==> src/rtl/pose_history_interpolator_macros.svh <==
// Assertion macros for the pose history interpolator.
// Used by the top level; expects clk and rst_n in scope.
`ifndef POSE_HISTORY_INTERPOLATOR_MACROS_SVH
`define POSE_HISTORY_INTERPOLATOR_MACROS_SVH

// same-cycle implication
`define PHI_ASSERT_NOW(lbl, ante, cons, msg) \
  lbl: assert property (@(posedge clk) disable iff (!rst_n) (ante) |-> (cons)) else $error(msg);

// next-cycle implication
`define PHI_ASSERT_NEXT(lbl, ante, cons, msg) \
  lbl: assert property (@(posedge clk) disable iff (!rst_n) (ante) |=> (cons)) else $error(msg);

`endif

==> src/rtl/phi_pkg.sv <==
// Shared types and constants for the pose history interpolator.
// No dependencies.
package phi_pkg;

  localparam int unsigned POS_W   = 24;
  localparam int unsigned ANG_W   = 16;
  localparam int unsigned TIME_W  = 40;
  localparam int unsigned WIN_W   = 20;
  localparam int unsigned FRAC_W  = 16;
  localparam int unsigned ALPHA_W = 17;

  localparam logic [WIN_W-1:0] WINDOW_RST = 20'd5000;

  localparam logic OP_PUSH  = 1'b0;
  localparam logic OP_QUERY = 1'b1;

  typedef struct packed {
    logic signed [POS_W-1:0]  x;
    logic signed [POS_W-1:0]  y;
    logic signed [ANG_W-1:0]  hdg;
    logic        [TIME_W-1:0] stamp;
  } entry_t;

  typedef enum logic [1:0] {
    SRC_INTERP = 2'd0,
    SRC_OLDEST = 2'd1,
    SRC_NEWEST = 2'd2,
    SRC_EMPTY  = 2'd3
  } src_t;

  typedef enum logic [3:0] {
    ST_IDLE,
    ST_PWR,
    ST_PCHK,
    ST_PCMP,
    ST_QA,
    ST_QB,
    ST_QC,
    ST_SCAN,
    ST_DIV,
    ST_MUL
  } state_t;

endpackage

==> src/rtl/phi_div.sv <==
// Restoring divider for the Q1.16 interpolation fraction, one bit per cycle.
// Depends on phi_pkg (widths). Requires num <= den.
module phi_div (
  input  logic                          clk,
  input  logic                          rst_n,
  input  logic                          start,
  input  logic [phi_pkg::TIME_W-1:0]    num,
  input  logic [phi_pkg::TIME_W-1:0]    den,
  output logic                          done,
  output logic [phi_pkg::ALPHA_W-1:0]   quot
);

  localparam int unsigned RW = phi_pkg::TIME_W + 2;

  logic [RW-1:0]                  rem_r;
  logic [phi_pkg::TIME_W-1:0]     den_r;
  logic [phi_pkg::ALPHA_W-1:0]    quot_r;
  logic [4:0]                     cnt_r;
  logic                           run_r;
  logic                           done_r;
  logic                           ge;
  logic [RW-1:0]                  rem_sub;
  logic [RW-1:0]                  rem_nxt;

  always_comb begin
    ge      = rem_r >= {2'b00, den_r};
    rem_sub = ge ? (rem_r - {2'b00, den_r}) : rem_r;
    rem_nxt = {rem_sub[RW-2:0], 1'b0};
  end

  always_ff @(posedge clk) begin
    if (!rst_n) begin
      run_r  <= 1'b0;
      done_r <= 1'b0;
      cnt_r  <= '0;
    end else begin
      done_r <= 1'b0;
      if (start) begin
        rem_r <= {2'b00, num};
        den_r <= den;
        cnt_r <= 5'(phi_pkg::ALPHA_W);
        run_r <= 1'b1;
      end else if (run_r) begin
        rem_r  <= rem_nxt;
        quot_r <= {quot_r[phi_pkg::ALPHA_W-2:0], ge};
        cnt_r  <= cnt_r - 5'd1;
        if (cnt_r == 5'd1) begin
          run_r  <= 1'b0;
          done_r <= 1'b1;
        end
      end
    end
  end

  assign done = done_r;
  assign quot = quot_r;

endmodule

==> config.mk <==
export PLATFORM = sky130hd
export DESIGN_NAME = phi_div
export DESIGN_NICKNAME = d
export VERILOG_FILES = /design/src/rtl/pose_history_interpolator_macros.svh /design/src/rtl/phi_pkg.sv /design/src/rtl/phi_div.sv
export SDC_FILE = /design/constraint.sdc
export NUM_CORES = 1
export LEC_CHECK = 0
export BUFFER_PORTS_ARGS = -buffer_cell sky130_fd_sc_hd__buf_2
export CORE_ASPECT_RATIO = 0.5
export CORE_MARGIN = 2
export CORE_UTILIZATION = 30
export CTS_BUF_LIST = sky130_fd_sc_hd__clkbuf_4
export DETAILED_ROUTE_END_ITERATION = 6
export HOLD_SLACK_MARGIN = 0.08
export MAX_ROUTING_LAYER = met4
export PLACE_DENSITY = 0.48
export RECOVER_POWER = 50
export SLEW_MARGIN = 15
export SYNTH_ARGS = -nofsm -noshare
export SYNTH_HDL_FRONTEND = slang
export SYNTH_SLANG_ARGS = --single-unit
==> constraint.sdc <==
create_clock -name clk -period 5.7 [get_ports clk]
set_input_delay 0.855 -clock clk [delete_from_list [all_inputs] [get_ports clk]]
set_output_delay 0.855 -clock clk [all_outputs]
set_load 0.1 [all_outputs]
==> results of run 1 <==
state kept, by name (all words and copies together), names as in the netlist:
signal / flops
run_r: 1
quot: 17
done: 1
den_r: 40
rem_r: 42
cnt_r: 5
logic make-up (layout without fill, tap and decap cells):
family | after synthesis | after routing | synth area share, %
compound gates | 171 | 171 | 18.2
xor+xnor | 38 | 38 | 5.18
fa+ha+maj | 43 | 43 | 8.50
buf+inv | 83 | 181 | 5.12
flops | 106 | 106 | 48.5
mux | 8 | 8 | 1.29
other cells | 0 | 1 | 0
simple gates | 174 | 174 | 13.2
final cells by class:
| cell class | instances | area (sq um) | area share, % |
|---|---|---|---|
| inverter | 58 | 218 | 2.97 |
| clock inverter | 5 | 55.1 | 0.751 |
| multi-input combinational | 434 | 2980 | 40.6 |
| sequential | 106 | 3110 | 42.4 |
| timing repair buffer | 107 | 543 | 7.40 |
| clock buffer | 11 | 82.6 | 1.13 |
| tap | 273 | 342 | 4.66 |
| antenna | 1 | 2.50 | 0.0341 |
metal layers:
metal	vias to the layer above	wire length [um]	track usage, %
met5	-	0	-
met4	0	148	3.32
met3	13	552	3.44
met2	79	6980	22.6
met1	2432	8500	20.8
li1	2530	-	-
worst max-delay path: stages (launching register included):
cell and delay (ns):
edfxtp_1 0.39, inv_1 0.08, ha_1 0.17, inv_1 0.06, fa_1 0.40, a21o_1 0.23, a221o_1 0.34, o211ai_2 0.26
o21ai_1 0.20, a211oi_2 0.29, nor3_4 0.11, a31oi_4 0.56, buf_4 0.31, or2_2 0.24, o211ai_1 0.12
per-stage QoR:
| stage | power, mW | util (%) | hold slack (ns) | worst slack [ns] |
|---|---|---|---|---|
| 6_report | 1.99 | 35.3 | 0.464 | 1.66 |
| 5_1_grt | 2.12 | 35.3 | 0.435 | 1.34 |
| 4_1_cts | 2.01 | 35.3 | 0.447 | 1.61 |
| 3_5_place_dp | 1.59 | 34.7 | 0.430 | 1.68 |
| 3_3_place_gp | 1.59 | 34.7 | 0.429 | 1.80 |
| 2_1_floorplan | 1.43 | - | 0.469 | 2.43 |
cells in the final DEF, fill, tap and decap left out, types with 3 or more instances in the layout:
cell type,Yosys,final
edfxtp_1,99,99
buf_2,2,98
nand2_1,60,60
inv_1,58,58
a21oi_1,47,47
ha_1,42,42
nand3_1,34,34
o21ai_0,30,30
o311ai_0,25,25
xnor2_1,23,23
nor2_1,20,20
xor2_1,15,15
nand4_1,12,12
clkbuf_4,0,11
nor3_1,10,10
and2_1,11,10
o211ai_1,9,9
a21o_1,8,8
o21bai_1,8,8
a31oi_1,8,8
nor4_1,7,7
dfxtp_1,7,7
o21a_1,6,6
mux2i_1,6,6
and3_1,5,5
nor2b_1,5,5
buf_4,4,5
a211oi_1,4,4
nand2b_1,4,4
clkbuf_1,17,4
a221o_1,3,3
o31ai_1,3,3
a21boi_0,3,3
how the worst max path moves through the flow:
stage / startpoint / depth (start not counted) / slack, ns / to
after floorplan: rem_r[0] / 14 / 2.43 / rem_r[31]
after CTS: rem_r[0] / 14 / 1.61 / rem_r[30]
final: rem_r[0] / 14 / 1.66 / rem_r[39]
after global routing: rem_r[0] / 14 / 1.34 / rem_r[23]
after detailed placement: rem_r[0] / 14 / 1.68 / rem_r[30]
after global placement: rem_r[0] / 14 / 1.80 / rem_r[23]
power by group:
group | switching [mW] | internal (mW)
logic | 0.368 | 0.246
clock network | 0.274 | 0.142
registers | 0.0302 | 0.931
total | 0.671 | 1.32
==> out/results.ini, run 1 <==
[timing]
setup_violations = 0
period_share_pct = 70.9
fmax_mhz = 247
tns_ns = 0
min_period_ns = 4.04
slew_headroom_pct = -91.3
tightest_slew_ns = 2.87
drv_slew = 84
rsz0062_at_grt = false
clock_skew_ns = 0.0252
hold_viol_final = 0

[global_route]
grt_pass1_wl_um = 25800
antenna_found_initial = 1
gr-total-overflow = 0
grt_usage_pct = 15.1
first_global_vias = 5034
grt_max_degree = 56

[die]
die_w_um = 211
pin_count = 101
core.rowCount = 37
die_h_um = 107
dieArea_sq_mm = 0.0227
coreArea_sq_mm = 0.0208
initial_core_util_pct = 30.9

[flow_run]
drv_cap = 2

[cts]
cts_resized = 0
cts_buffer_depth = 2
clk_pin_slew_ns = 0.18
cts_buffers = 9
hold_buffers = 0
clock_sinks = 106
clkLatencyLatePin_ns = 0.52
cts_tree = done
cts_setup_buffers = 0
htree_levels = 3
root_buffer = clkbuf_4

[drt]
drc = 0
vias = 5054
wl_per_cell_um = 16.3
drtIter0Drc = 271
postRouteAntennaNets = 0
wl_um = 16200
via_per_inst = 5.08
drt_pre_antenna_iters = 4

[synthesis]
synth_warnings = 0
synth_top_area_share_pct = 46.3
synth_top_cell_by_area = edfxtp_1
postSynthCellCount = 623
synthFlopType = edfxtp_1
yosysSeqAreaShare_pct = 48.5
synth_most_common_cell = edfxtp_1
synth_area_leaders = edfxtp_1 46%, ha_1 8.2%, a21oi_1 3.7%
synthDistinctLibCells = 54
synth_commonest_cells = 99 x edfxtp_1, 60 x nand2_1, 58 x inv_1
async_reset_ff_share_pct = 0
synth_nets = 749
syn_area_per_cell_sq_um = 10.3
syn_area_sq_mm = 0.00642
synth-edff-count = 99
synth_seq_cells = 106

[layout]
drive_above_1_share_pct = 18.0
syn2layout_area_growth_pct = 14.2
fin_nets = 842
fillCellCount = 2136
finalNonFillerCells = 995
fin_area_sq_mm = 0.00733

[setup_path]
reg2reg_depth = 14
rrSetupSlack_ns = 1.66
cp-end-kind = register
arrival_ns = 4.31
crit_path_start_kind = register
r2r-start = rem_r[0]
critical_path_required_ns = 5.97
critPathMaxFanout = 21
crit_type = register to register
r2r-end = rem_r[39]

[hold_path]
hold_path_depth = 0
hold_path_end = quot[2]
hp-class = register to register
hold_start = quot[1]

[place]
io_buffers = 100
dp.cells = 978
dp.final_hpwl_um = 12000
placed_cell_area_sq_mm = 0.00721
globalplace.congestion = 0.821

[power_and_ir_drop]
ir_drop_mv = 0.109
powerDensity_mw_per_mm2 = 271
leakage_nw = 2.86

[status]
violations = capacitance limit, slew limit
outcome = finished, violations left

(Power assumes the default switching activity.)
==> inputs of run 2 (changes only) <==
--- a/config.mk
+++ b/config.mk
@@ -5,6 +5,7 @@
 export SDC_FILE = /design/constraint.sdc
 export NUM_CORES = 1
 export LEC_CHECK = 0
+export ABC_AREA = 1
 export BUFFER_PORTS_ARGS = -buffer_cell sky130_fd_sc_hd__buf_2
 export CORE_ASPECT_RATIO = 0.5
 export CORE_MARGIN = 2
@@ -13,7 +14,7 @@
 export DETAILED_ROUTE_END_ITERATION = 6
 export HOLD_SLACK_MARGIN = 0.08
 export MAX_ROUTING_LAYER = met4
-export PLACE_DENSITY = 0.48
+export PLACE_DENSITY = 0.47
 export RECOVER_POWER = 50
 export SLEW_MARGIN = 15
 export SYNTH_ARGS = -nofsm -noshare
==> constraint.sdc (replaced) <==
create_clock -name clk -period 4.2 [get_ports clk]
set_input_delay 0.63 -clock clk [delete_from_list [all_inputs] [get_ports clk]]
set_output_delay 0.63 -clock clk [all_outputs]
set_load 0.1 [all_outputs]
==> run 2 against run 1 <==
The flow still finishes with violations (capacitance limit, slew limit). Clock skew down 0.0043 ns. Die area up 23%. Sequential power rose by 37%. First-iteration DRC count rose by 85%. Final cell count is 58% higher. Synthesized area is 24% higher. Power increased by 64%. Largest cell class is now multi-input combinational cells.
==> out/results.ini, run 2 <==
[synthesis]
synthDistinctLibCells = 37
postSynthCellCount = 1119
synth_most_common_cell = nand2_1
yosysSeqAreaShare_pct = 39.2
synth_seq_cells = 106
synth_top_area_share_pct = 37.4
syn_area_per_cell_sq_um = 7.10
synthFlopType = edfxtp_1
synth_commonest_cells = 437 x nand2_1, 212 x inv_1, 99 x edfxtp_1
synth_warnings = 0
synth_area_leaders = edfxtp_1 37%, nand2_1 21%, inv_1 10%
synth_top_cell_by_area = edfxtp_1
synth-edff-count = 99
synth_nets = 1245
async_reset_ff_share_pct = 0
syn_area_sq_mm = 0.00794

[setup_path]
critPathMaxFanout = 43
worst-path-buf-inv = 0
cp_common_cell = nand2_1
crit_path_start_kind = register
cp_slowest_cell = nand2_4
crit_type = register to register
path_cells = ha_1 > nand2_1 > nor2_1 > nand2_1 > nor3_2 > nand2_4 > nand2_4 > nand3_1 > nand2_1 > nand2_1
slowest_delay_ns = 0.53
crit_family = simple AND/OR/NAND/NOR gates
cp-end-kind = register
critical_path_required_ns = 4.54
arrival_ns = 3.48

[timing]
setup_violations = 0
slew_headroom_pct = -46.1
period_share_pct = 74.6
hold_viol_final = 0
tightest_slew_ns = 2.19
fmax_mhz = 319
rsz0062_at_grt = false
fin_hold_ws_ns = 0.211
tns_ns = 0
min_period_ns = 3.13
clock_skew_ns = 0.0209
drv_slew = 131

[power_and_ir_drop]
ir_drop_mv = 0.119
leakage_nw = 4.64
powerDensity_mw_per_mm2 = 365

[cts]
cts_resized = 0
cts_buffer_depth = 2
clkLatencyLatePin_ns = 0.57
cts_setup_buffers = 0
htree_levels = 3
cts_buffers = 9
clk_pin_slew_ns = 0.19
cts_tree = done
clock_sinks = 106
hold_buffers = 0
root_buffer = clkbuf_4

[layout]
finalNonFillerCells = 1571
fin_nets = 1339
largest_reg_flops = 42
post-route-util_pct = 34.0
syn2layout_area_growth_pct = 12.3
final_common_cell = nand2_1
top_register = rem_r
fillCellCount = 2872
drive_above_1_share_pct = 12.2
final_cell_mix = 437 x nand2_1, 212 x inv_1, 99 x edfxtp_1, 99 x buf_2, 77 x nand3_1

[drt]
drtIter0Drc = 502
vias = 7100
via_per_inst = 4.52
wl_um = 24200
drt_pre_antenna_iters = 5
drc = 0
postRouteAntennaNets = 0
wl_per_cell_um = 15.4

[global_route]
grt_max_degree = 45
grt_pass1_wl_um = 38000
first_global_vias = 6873
grt_usage_pct = 18.5
antenna_found_initial = 1
gr-total-overflow = 0

[flow_run]
drv_cap = 3

[die]
coreArea_sq_mm = 0.0262
core.rowCount = 42
dieArea_sq_mm = 0.0279
initial_core_util_pct = 30.3
die_h_um = 119
pin_count = 101
die_w_um = 234

[place]
dp.final_hpwl_um = 19000
io_buffers = 100
globalplace.congestion = 0.945
dp.cells = 1554

[status]
violations = capacitance limit, slew limit
outcome = finished, violations left

[hold_path]
hp-class = primary input to register

## run 2: worst paths after layout
kind,end,slack [ns],from,cells after the start
worst max-delay path,rem_r[35],1.07,rem_r[30],10
worst min-delay path,den_r[9],0.21,den[9],1
worst max register to register,rem_r[35],1.07,rem_r[30],10
worst min register to register,quot[2],0.47,quot[1],0
## run 2: worst reg2reg max path, cell delays in order, from the launching register on
cell      delay (ns)
edfxtp_1        0.46
ha_1            0.40
nand2_1         0.13
nor2_1          0.28
nand2_1         0.17
nor3_2          0.24
nand2_4         0.33
nand2_4         0.56
nand3_1         0.20
nand2_1         0.10
nand2_1         0.04
## run 2: final cells by class
cell class	instances	area (sq um)	area share, %
antenna	1	2.50	0.0281
timing repair buffer	104	522	5.85
clock buffer	9	67.6	0.757
multi-input combinational	780	3890	43.7
clock inverter	7	83.8	0.940
inverter	212	796	8.92
tap	352	440	4.94
sequential	106	3110	34.9
## run 2: per-stage QoR
step | area, sq um | power, mW | setup WS [ns]
after floorplan | 7940 | 2.31 | 1.89
after global placement | 8780 | 2.67 | 1.05
after detailed placement | 8780 | 2.68 | 1.03
after CTS | 8930 | 3.29 | 1.01
after global routing | 8920 | 3.51 | 0.732
final | 8920 | 3.26 | 1.07
## run 2: logic make-up after synthesis
group / Yosys count / synth area share [%]
xor gates and xnor gates: 21 / 2.32
DFF: 106 / 39.2
buffers and inverters: 233 / 11.7
AOI/OAI and AO/OA: 46 / 3.29
and+or+nand+nor: 670 / 36.6
adders and majority gates: 43 / 6.87
## run 2: metal layers
layer | routed length, um | vias up | GRT usage [%]
met5 | 0 | - | -
met1 | 13700 | 3292 | 28.8
met2 | 9150 | 118 | 23.9
met4 | 278 | 0 | 4.03
li1 | - | 3669 | -
met3 | 1100 | 21 | 3.74
## run 2: power breakdown
| group | internal (mW) | switching [mW] |
|---|---|---|
| Clock | 0.192 | 0.409 |
| Sequential | 1.28 | 0.0416 |
| Combinational | 0.447 | 0.887 |
